`src/design/mip_chain_byte_count_defines.svh`:
```
// Assertion macros for the mip chain byte count block.
// Used by the top level; needs clk and rst_n in the scope of each use.
`ifndef MIP_CHAIN_BYTE_COUNT_DEFINES_SVH
`define MIP_CHAIN_BYTE_COUNT_DEFINES_SVH

// same-cycle implication, checked out of reset
`define MCBC_ASSERT_NOW(lbl, ante, cons, msg) \
  lbl: assert property (@(posedge clk) disable iff (!rst_n) (ante) |-> (cons)) \
    else $error(msg);

// next-cycle implication, checked out of reset
`define MCBC_ASSERT_NEXT(lbl, ante, cons, msg) \
  lbl: assert property (@(posedge clk) disable iff (!rst_n) (ante) |=> (cons)) \
    else $error(msg);

`endif

```
`src/design/mcbc_pkg.sv`:
```
// Shared types, constants and format table for the mip chain byte count block.
// No dependencies.
package mcbc_pkg;

  localparam int DIM_BITS_DEF = 14;
  localparam int IN_DIM_W     = 15;
  localparam int FMT_W        = 4;
  localparam int LVL_W        = 4;
  localparam int TOTAL_W      = 47;
  localparam int BYTES_W      = 5;

  typedef enum logic [1:0] {
    TEX_1D     = 2'd0,
    TEX_2D     = 2'd1,
    TEX_VOLUME = 2'd2,
    TEX_CUBE   = 2'd3
  } tex_type_t;

  typedef enum logic [FMT_W-1:0] {
    FMT_BGR_U8    = 4'd0,
    FMT_BGRA_U8   = 4'd1,
    FMT_RGBA_F16  = 4'd2,
    FMT_RGBA_F32  = 4'd3,
    FMT_UNUSED_A  = 4'd4,
    FMT_DXT1      = 4'd5,
    FMT_DXT3      = 4'd6,
    FMT_DXT5      = 4'd7,
    FMT_UNUSED_B  = 4'd8,
    FMT_R_F32     = 4'd9,
    FMT_BGRA_5551 = 4'd10,
    FMT_A_U8      = 4'd11,
    FMT_RGBA_U8   = 4'd12,
    FMT_INVALID   = 4'd13
  } fmt_code_t;

  typedef struct packed {
    logic               dxt;    // 4x4 block footprint
    logic [BYTES_W-1:0] bytes;  // bytes per block
  } fmt_info_t;

  typedef struct packed {
    logic load;    // capture request fields
    logic setup;   // apply type rules, level count, clear sum
    logic issue;   // push one mip level into the pipe
    logic finish;  // face multiply into the output register
  } mcbc_cmd_t;

  typedef struct packed {
    logic lvl_last;    // current level is the last one
    logic pipe_empty;  // no level left in the multiply pipe
  } mcbc_sts_t;

  function automatic fmt_info_t fmt_info(input logic [FMT_W-1:0] code);
    fmt_info_t r;
    case (fmt_code_t'(code))
      FMT_BGR_U8:    r = '{dxt: 1'b0, bytes: 5'd3};
      FMT_BGRA_U8:   r = '{dxt: 1'b0, bytes: 5'd4};
      FMT_RGBA_F16:  r = '{dxt: 1'b0, bytes: 5'd8};
      FMT_RGBA_F32:  r = '{dxt: 1'b0, bytes: 5'd16};
      FMT_UNUSED_A:  r = '{dxt: 1'b0, bytes: 5'd1};
      FMT_DXT1:      r = '{dxt: 1'b1, bytes: 5'd8};
      FMT_DXT3:      r = '{dxt: 1'b1, bytes: 5'd16};
      FMT_DXT5:      r = '{dxt: 1'b1, bytes: 5'd16};
      FMT_UNUSED_B:  r = '{dxt: 1'b0, bytes: 5'd4};
      FMT_R_F32:     r = '{dxt: 1'b0, bytes: 5'd4};
      FMT_BGRA_5551: r = '{dxt: 1'b0, bytes: 5'd2};
      FMT_A_U8:      r = '{dxt: 1'b0, bytes: 5'd1};
      FMT_RGBA_U8:   r = '{dxt: 1'b0, bytes: 5'd4};
      default:       r = '{dxt: 1'b0, bytes: 5'd0};  // invalid and above
    endcase
    return r;
  endfunction

  // floor(log2(v)), 0 for v of 0 or 1
  function automatic logic [LVL_W-1:0] flog2(input logic [IN_DIM_W-1:0] v);
    logic [LVL_W-1:0] n;
    n = '0;
    for (int i = 1; i < IN_DIM_W; i++) begin
      if (v[i]) n = LVL_W'(i);
    end
    return n;
  endfunction

endpackage

```
`src/design/mcbc_ctrl.sv`:
```
// Controller for the mip chain byte count block: sequences load, setup,
// level issue, pipe drain and output. Uses mcbc_pkg.
module mcbc_ctrl (
  input  logic              clk,
  input  logic              rst_n,
  input  logic              in_valid,
  output logic              in_stall,
  output logic              out_valid,
  input  logic              out_stall,
  input  mcbc_pkg::mcbc_sts_t sts,
  output mcbc_pkg::mcbc_cmd_t cmd
);

  typedef enum logic [1:0] {
    ST_IDLE,
    ST_SETUP,
    ST_RUN,
    ST_DRAIN
  } state_t;

  state_t state_r, state_nxt;
  logic   out_valid_r, out_valid_nxt;
  logic   out_free;

  assign out_free = !out_valid_r || !out_stall;
  assign in_stall = (state_r != ST_IDLE);
  assign out_valid = out_valid_r;

  always_comb begin
    state_nxt     = state_r;
    out_valid_nxt = out_valid_r && out_stall;
    cmd           = '0;
    case (state_r)
      ST_IDLE: begin
        if (in_valid) begin
          cmd.load  = 1'b1;
          state_nxt = ST_SETUP;
        end
      end
      ST_SETUP: begin
        cmd.setup = 1'b1;
        state_nxt = ST_RUN;
      end
      ST_RUN: begin
        cmd.issue = 1'b1;
        if (sts.lvl_last) state_nxt = ST_DRAIN;
      end
      ST_DRAIN: begin
        if (sts.pipe_empty && out_free) begin
          cmd.finish    = 1'b1;
          out_valid_nxt = 1'b1;
          state_nxt     = ST_IDLE;
        end
      end
      default: state_nxt = ST_IDLE;
    endcase
  end

  always_ff @(posedge clk) begin
    if (!rst_n) begin
      state_r     <= ST_IDLE;
      out_valid_r <= 1'b0;
    end else begin
      state_r     <= state_nxt;
      out_valid_r <= out_valid_nxt;
    end
  end

endmodule

```
`src/design/mcbc_dp.sv`:
```
// Datapath for the mip chain byte count block: request registers, level
// walker, two-stage multiply pipe, accumulator and face multiply. Uses mcbc_pkg.
module mcbc_dp #(
  parameter int DIM_BITS = mcbc_pkg::DIM_BITS_DEF
) (
  input  logic                               clk,
  input  logic                               rst_n,
  input  mcbc_pkg::mcbc_cmd_t                cmd,
  output mcbc_pkg::mcbc_sts_t                sts,
  input  logic [1:0]                         in_texture_type,
  input  logic [mcbc_pkg::FMT_W-1:0]         in_pixel_format,
  input  logic [mcbc_pkg::IN_DIM_W-1:0]      in_size_x,
  input  logic [mcbc_pkg::IN_DIM_W-1:0]      in_size_y,
  input  logic [mcbc_pkg::IN_DIM_W-1:0]      in_size_z,
  input  logic [mcbc_pkg::LVL_W-1:0]         in_level_request,
  output logic [mcbc_pkg::TOTAL_W-1:0]       out_total_bytes
);

  localparam int DW  = (DIM_BITS + 1 < mcbc_pkg::IN_DIM_W) ? DIM_BITS + 1
                                                           : mcbc_pkg::IN_DIM_W;
  localparam int LIM = 1 << DIM_BITS;
  localparam int BBW = DW + mcbc_pkg::BYTES_W;
  localparam int PW  = 2 * DW + BBW;
  localparam int AW  = mcbc_pkg::TOTAL_W;
  localparam int LW  = mcbc_pkg::LVL_W;

  function automatic logic [DW-1:0] sat_dim(input logic [mcbc_pkg::IN_DIM_W-1:0] v);
    logic [16:0] lim;
    lim = 17'(LIM);
    if ({2'b00, v} > lim) return DW'(lim);
    return DW'(v);
  endfunction

  mcbc_pkg::tex_type_t    type_r;
  mcbc_pkg::fmt_info_t    fmt_in, fmt_r;
  logic [DW-1:0]          sx_r, sy_r, sz_r;
  logic [LW-1:0]          req_r;
  logic [DW-1:0]          w_r, h_r, d_r;
  logic [LW-1:0]          lvl_r;
  logic                   cube_r;
  logic                   s1_v_r, s2_v_r;
  logic [2*DW-1:0]        bxd_r;
  logic [BBW-1:0]         bb_r;
  logic [AW-1:0]          prod_r, acc_r, out_total_r;

  // setup terms
  logic [DW-1:0]          m_xy, m_all;
  logic [LW-1:0]          full_lvl;
  // level terms
  logic [DW:0]            wp3, hp3;
  logic [DW-1:0]          bx, by;
  logic [PW-1:0]          prod_full;
  logic [AW-1:0]          acc6;

  assign fmt_in = mcbc_pkg::fmt_info(in_pixel_format);

  assign m_xy     = (sx_r > sy_r) ? sx_r : sy_r;
  assign m_all    = (sz_r > m_xy) ? sz_r : m_xy;
  assign full_lvl = LW'(mcbc_pkg::flog2(mcbc_pkg::IN_DIM_W'(m_all)) + 1'b1);

  // ceil-div by the block footprint
  assign wp3 = {1'b0, w_r} + (DW+1)'(3);
  assign hp3 = {1'b0, h_r} + (DW+1)'(3);
  assign bx  = fmt_r.dxt ? DW'(wp3 >> 2) : w_r;
  assign by  = fmt_r.dxt ? DW'(hp3 >> 2) : h_r;

  assign prod_full = PW'(bxd_r) * PW'(bb_r);
  assign acc6      = (acc_r << 2) + (acc_r << 1);

  assign sts.lvl_last   = (lvl_r == LW'(1));
  assign sts.pipe_empty = !s1_v_r && !s2_v_r;
  assign out_total_bytes = out_total_r;

  always_ff @(posedge clk) begin
    if (!rst_n) begin
      s1_v_r <= 1'b0;
      s2_v_r <= 1'b0;
    end else begin
      s1_v_r <= cmd.issue;
      s2_v_r <= s1_v_r;
    end
  end

  always_ff @(posedge clk) begin
    if (cmd.load) begin
      type_r <= mcbc_pkg::tex_type_t'(in_texture_type);
      fmt_r  <= fmt_in;
      sx_r   <= sat_dim(in_size_x);
      sy_r   <= sat_dim(in_size_y);
      sz_r   <= sat_dim(in_size_z);
      req_r  <= in_level_request;
    end

    if (cmd.setup) begin
      w_r    <= sx_r;
      h_r    <= (type_r == mcbc_pkg::TEX_1D) ? DW'(1) : sy_r;
      d_r    <= (type_r == mcbc_pkg::TEX_VOLUME) ? sz_r : DW'(1);
      cube_r <= (type_r == mcbc_pkg::TEX_CUBE);
      lvl_r  <= (req_r == '0 || req_r > full_lvl) ? full_lvl : req_r;
    end else if (cmd.issue) begin
      w_r   <= ((w_r >> 1) == '0) ? DW'(1) : (w_r >> 1);
      h_r   <= ((h_r >> 1) == '0) ? DW'(1) : (h_r >> 1);
      d_r   <= ((d_r >> 1) == '0) ? DW'(1) : (d_r >> 1);
      lvl_r <= lvl_r - LW'(1);
    end

    // stage 1: blocks across times depth, blocks down times block bytes
    bxd_r <= (2*DW)'(bx) * (2*DW)'(d_r);
    bb_r  <= BBW'(by) * BBW'(fmt_r.bytes);

    // stage 2: level bytes, wrapped to the output width
    prod_r <= AW'(prod_full);

    if (cmd.setup) begin
      acc_r <= '0;
    end else if (s2_v_r) begin
      acc_r <= acc_r + prod_r;
    end

    if (cmd.finish) begin
      out_total_r <= cube_r ? acc6 : acc_r;
    end
  end

endmodule

```
`src/design/mip_chain_byte_count.sv`:
```
// Top level of the mip chain byte count block.
// Instantiates mcbc_ctrl and mcbc_dp; uses mcbc_pkg and the assertion header.

// Mip chain byte count. One request beat in, one total_bytes beat out. The
// request is taken only while the block is idle; a finished total waits in
// the output register and does not hold off the next request. After the
// capture edge the block runs setup, then for each of the L levels (the
// requested count, or the full chain of floor(log2(max dim)) + 1 levels,
// at most 15) the level walker pushes one mip level per cycle into the
// two-stage multiply pipe; the pipe drains, and the face multiply loads
// the output register. Only then does the block go idle and take a new
// request. The output stage waits while an earlier total is still stalled.
// Dimensions saturate at 2^DIM_BITS; totals wrap at 47 bits.
`include "mip_chain_byte_count_defines.svh"

module mip_chain_byte_count #(
  parameter int DIM_BITS = mcbc_pkg::DIM_BITS_DEF
) (
  input  logic                          clk,
  input  logic                          rst_n,
  // request channel
  input  logic                          in_valid,
  output logic                          in_stall,
  input  logic [1:0]                    in_texture_type,
  input  logic [mcbc_pkg::FMT_W-1:0]    in_pixel_format,
  input  logic [mcbc_pkg::IN_DIM_W-1:0] in_size_x,
  input  logic [mcbc_pkg::IN_DIM_W-1:0] in_size_y,
  input  logic [mcbc_pkg::IN_DIM_W-1:0] in_size_z,
  input  logic [mcbc_pkg::LVL_W-1:0]    in_level_request,
  // result channel
  output logic                          out_valid,
  input  logic                          out_stall,
  output logic [mcbc_pkg::TOTAL_W-1:0]  out_total_bytes
);

  mcbc_pkg::mcbc_cmd_t cmd;  // controller to datapath
  mcbc_pkg::mcbc_sts_t sts;  // datapath to controller

  mcbc_ctrl u_ctrl (
    .clk       (clk),
    .rst_n     (rst_n),
    .in_valid  (in_valid),
    .in_stall  (in_stall),
    .out_valid (out_valid),
    .out_stall (out_stall),
    .sts       (sts),
    .cmd       (cmd)
  );

  mcbc_dp #(
    .DIM_BITS (DIM_BITS)
  ) u_dp (
    .clk              (clk),
    .rst_n            (rst_n),
    .cmd              (cmd),
    .sts              (sts),
    .in_texture_type  (in_texture_type),
    .in_pixel_format  (in_pixel_format),
    .in_size_x        (in_size_x),
    .in_size_y        (in_size_y),
    .in_size_z        (in_size_z),
    .in_level_request (in_level_request),
    .out_total_bytes  (out_total_bytes)
  );

  function automatic logic s_busy_cmd(input mcbc_pkg::mcbc_cmd_t c);
    return c.setup || c.finish;
  endfunction

  // an accepted beat makes the block busy in the next cycle
  `MCBC_ASSERT_NEXT(a_busy_after_accept, in_valid && !in_stall, in_stall, "no busy after accept")
  // the total is taken only after every level has left the pipe
  `MCBC_ASSERT_NOW(a_finish_pipe_empty, cmd.finish, sts.pipe_empty, "finish with levels in pipe")
  // finishing presents a result in the next cycle
  `MCBC_ASSERT_NEXT(a_finish_shows_out, cmd.finish, out_valid, "finish without out_valid")
  // no level is issued while a request is being captured
  `MCBC_ASSERT_NOW(a_no_issue_on_load, cmd.load, !cmd.issue && !s_busy_cmd(cmd), "issue on load")

endmodule

```
`config.mk`:
```
export PLATFORM = sky130hd
export DESIGN_NAME = mip_chain_byte_count
export DESIGN_NICKNAME = d
export VERILOG_FILES = /design/src/design/mcbc_pkg.sv /design/src/design/mcbc_ctrl.sv /design/src/design/mcbc_dp.sv /design/src/design/mip_chain_byte_count.sv
export VERILOG_INCLUDE_DIRS = /design/src /design/src/design
export SDC_FILE = /design/constraint.sdc
export NUM_CORES = 2
export LEC_CHECK = 0
export ABC_AREA = 1
export ABC_CLOCK_PERIOD_IN_PS = 13900
export BUFFER_PORTS_ARGS = -buffer_cell sky130_fd_sc_hd__buf_2
export CAP_MARGIN = 20
export CELL_PAD_IN_SITES_DETAIL_PLACEMENT = 0
export CELL_PAD_IN_SITES_GLOBAL_PLACEMENT = 1
export CORE_MARGIN = 4
export CORE_UTILIZATION = 54
export DETAILED_ROUTE_END_ITERATION = 10
export GPL_ROUTABILITY_DRIVEN = 1
export HOLD_SLACK_MARGIN = 0.12
export PLACE_DENSITY_LB_ADDON = 0.1
export SLEW_MARGIN = 15
export SYNTH_ARGS = -nofsm -noshare
export SYNTH_HDL_FRONTEND = slang
export SYNTH_HIERARCHICAL = 1
export SYNTH_SLANG_ARGS = --single-unit
```
`constraint.sdc`:
```
create_clock -name clk -period 13.9 [get_ports clk]
set_input_delay 0 -clock clk [delete_from_list [all_inputs] [get_ports clk]]
set_output_delay 0 -clock clk [all_outputs]
set_load 0.01 [all_outputs]
```
==> results by group <==
Run status
  – Status: completed

Global route
  – Total track usage: 28.3%
  – Total gr overflow: 0
  – Global-route wire length before repair: about 200 mm
  – Initial antenna violation count: 1
  – Vias in the first global route: 37800
  – Pin count of the biggest net entering global routing: 73

Yosys
  – Avg Inst Size Synth: approximately 8.0 um^2
  – Distinct cells, synth: between 60 and 70
  – Yosys top cell area share: 31.0%
  – Post-synth top area cell: fa_1
  – Netlist Area Pre-Place: between 40000 and 50000 um^2
  – Fraction of registers with async set/reset: 0%
  – Area contributors post-synth: fa_1 31%, inv_1 11%, ha_1 11%, nand2_1 11%, edfxtp_1 10%
  – Post-synth EDFFs: about 150
  – Gate Count Post-Synth: 5719
  – Synth Warn #: 6
  – Post-synth top cells: 1314 x inv_1, 1281 x nand2_1, 706 x fa_1, 415 x nor2_1, 394 x ha_1
  – Seq/Total Area, Yosys: between 15 and 20%
  – Syn nets: roughly 6900
  – Main synth FF type: edfxtp_1
  – Count leader, synth: inv_1
  – Seq cells post-synth: approximately 300

Min path
  – Min-Delay Endpoint: u_dp/sz_r[14]$_SDFFCE_PN1P_
  – Worst hold path type: input pin to flop
  – Hold Path Stages: 2
  – Hold Crit Start: in_size_z[14]

CTS
  – Worst skew pair latency: 0.59 ns
  – Clock root cell: clkbuf_16
  – CTS tree: done
  – Worst-path clk slew: 0.06 ns
  – Clock Tree Buf Depth: 3
  – # Post-CTS Setup Buffers: 0
  – CTS Buf Count: 39
  – Htree depth: 2
  – CTS sink cnt: a little over 300

Die
  – Die ar.: 89100 um^2
  – Starting Density: 54.5%
  – # rows: 106
  – IO Pins: 108
  – Die X: roughly 300 um
  – Die Ht: ~300 um
  – Core area: 83700 um^2

STA
  – Max Freq: roughly 0.13 GHz
  – Unrepaired setup endpoints after global routing: false
  – Final worst path period need: about 7.8 ns
  – Setup_tns: 0 ns
  – Fin crit share: 55.9%
  – Final max-slew violation count: 0
  – Final Setup Violations: 0
  – Hold Vio Cnt, Final: 0
  – Setup Skew: 0.0418 ns
  – Worst-margin pin slew: ~1.1 ns
  – Max transition margin: 25.4%

Worst setup path
  – CP endpoint kind: flop
  – Slowest Stage Delay on Critical Path: 0.57 ns
  – CP Data Required Time: between 10 and 15 ns
  – Crit path from: u_dp/w_r[1]$_DFFE_PP_
  – Critical path class: flop to flop
  – WP data arrival: 8.24 ns
  – Worst-case register-to-register setup slack: around 6.1 ns
  – R2R depth: 39
  – CP Launch Type: flop
  – Max FO, Critical Path: 11
  – Slowest CP cell: o21ai_1
  – R2r endpoint: u_dp/bxd_r[26]$_DFF_P_
  – Reg-to-Reg Start: u_dp/w_r[1]$_DFFE_PP_
  – CP most frequent cell: inv_2

Detailed routing
  – Final wirelength: ~120 mm
  – WL/cell: 17.7 um
  – Vias per inst: 5.25
  – Drt pass-1 iters: 6
  – Routed Antenna Nets: 0
  – DR vias: 36600
  – 1st-iter DRT viols: 2307
  – Post-route DRC: 0

Finish
  – P&R area growth vs syn: 8.54%
  – Filler cells: 7808
  – Net count reported at finish: 6963
  – Layout cells sized above 1: 5.62%
  – Final non-filler cell area: 49500 um^2
  – Ant. Diodes: 0

Placed design
  – Routability Congestion: between 0.8 and 0.9
  – Post-DP HPWL: between 90 and 100 mm
  – Buffers added on ports: between 100 and 150
  – DP Area: 47200 um^2

Run
  – Max Cap Viol: 0
[routing by layer]
layer | wire [um] | global-route usage (%) | up-vias | part of all wire, %
met1 | 51900 | 37.2 | 17900 | 42
met5 | 0 | 0 | - | 0
met4 | 3310 | 7.02 | 0 | 2.7
met2 | 61700 | 50.2 | 982 | 50
li1 | - | - | 17500 | -
met3 | 6420 | 3.14 | 174 | 5.2
[worst max-delay path by stage]
stage / endpoint / depth (start not counted)
floorplan: u_dp/bxd_r[27]$_DFF_P_ / 42
global placement: u_dp/bxd_r[26]$_DFF_P_ / 39
detailed placement: u_dp/bxd_r[26]$_DFF_P_ / 39
CTS: u_dp/bxd_r[26]$_DFF_P_ / 39
global route: u_dp/bxd_r[26]$_DFF_P_ / 39
finish: u_dp/bxd_r[26]$_DFF_P_ / 39
[cell families (layout without fill, tap and decap cells)]
logic type,Yosys count,after routing,synth area share (%)
AOI/OAI and AO/OA,697,697,8.68
adders and majority gates,1100,1100,41.8
buffers and inverters,1549,1664,12.8
and+or+nand+nor,1903,1903,16.8
xor gates and xnor gates,167,167,3.21
DFF,303,303,16.7
[sequential cells by signal, summed over array words and instances, names as in the netlist]
signal,cells
u_dp/sy_r,15
u_dp/fmt_r,6
u_dp/out_total_bytes,47
u_ctrl/state_r,2
u_dp/sx_r,15
u_dp/acc_r,47
u_ctrl/out_valid,1
u_dp/sz_r,15
u_dp/type_r,2
u_dp/lvl_r,4
u_dp/bxd_r,30
u_dp/w_r,15
u_dp/d_r,15
u_dp/cube_r,1
u_dp/h_r,15
u_dp/s2_v_r,1
u_dp/req_r,4
u_dp/bb_r,20
u_dp/prod_r,47
u_dp/s1_v_r,1
[area by class of cell]
type	instances	area (um^2)	share of cell area, %
Clock buffer	45	1010	2.05
Inverter	1351	5070	10.3
Multi-Input combinational cell	3867	32200	65.0
Sequential cell	303	7610	15.4
Timing Repair Buffer	242	1770	3.59
Clock inverter	26	422	0.852
Tap cell	1134	1420	2.87
[layout by cell type, fill, tap and decap left out, drive strengths merged, types with 3 or more instances in the layout]
master,netlist,final
a21boi,14,14
a21o,8,8
a21oi,264,264
a31oi,54,54
and2,4,4
and3,3,3
buf,16,163
bufinv,0,9
clkbuf,182,45
clkinv,5,15
dfxtp,149,149
dlygate4sd3,0,79
edfxtp,154,154
fa,706,706
ha,394,394
inv,1346,1351
nand2,1300,1300
nand3,82,82
nand3b,3,3
nand4,16,16
nor2,432,432
nor3,26,26
nor4,22,22
o2111ai,4,4
o211ai,21,21
o21a,19,19
o21ai,256,256
o21bai,14,14
o221ai,7,7
o22ai,21,21
o311ai,3,3
or2,10,10
xnor2,74,74
xor2,93,93
[metrics by stage]
stage	setup slack, ns	util, %	cells	hold slack (ns)
floorplan	7.16	-	5719	0.0976
global route	5.56	59.1	6968	0.161
global placement	6.26	56.4	6814	0.177
detailed placement	6.10	56.4	6815	0.178
finish	6.13	59.1	6968	0.174
CTS	6.03	59.0	6965	0.125
[critical path: cells and delay by family, from the launching register on]
family	cells	cell delay [ns]
fa+ha+maj	7	3.24
compound gates	8	2.02
simple gates	14	1.28
buf+inv	9	0.60
flops	1	0.36
xor+xnor	1	0.13
[repair_timing]
item                                   4_1_cts  5_1_grt
setup endpoints to repair                    0        0
resized for setup                            0        0
hold buffers                                79        0
endpoints found under the hold margin       75        0
Power is not shown: default switching activity piles up to over one toggle a cycle in this logic, so the estimate is an artifact.
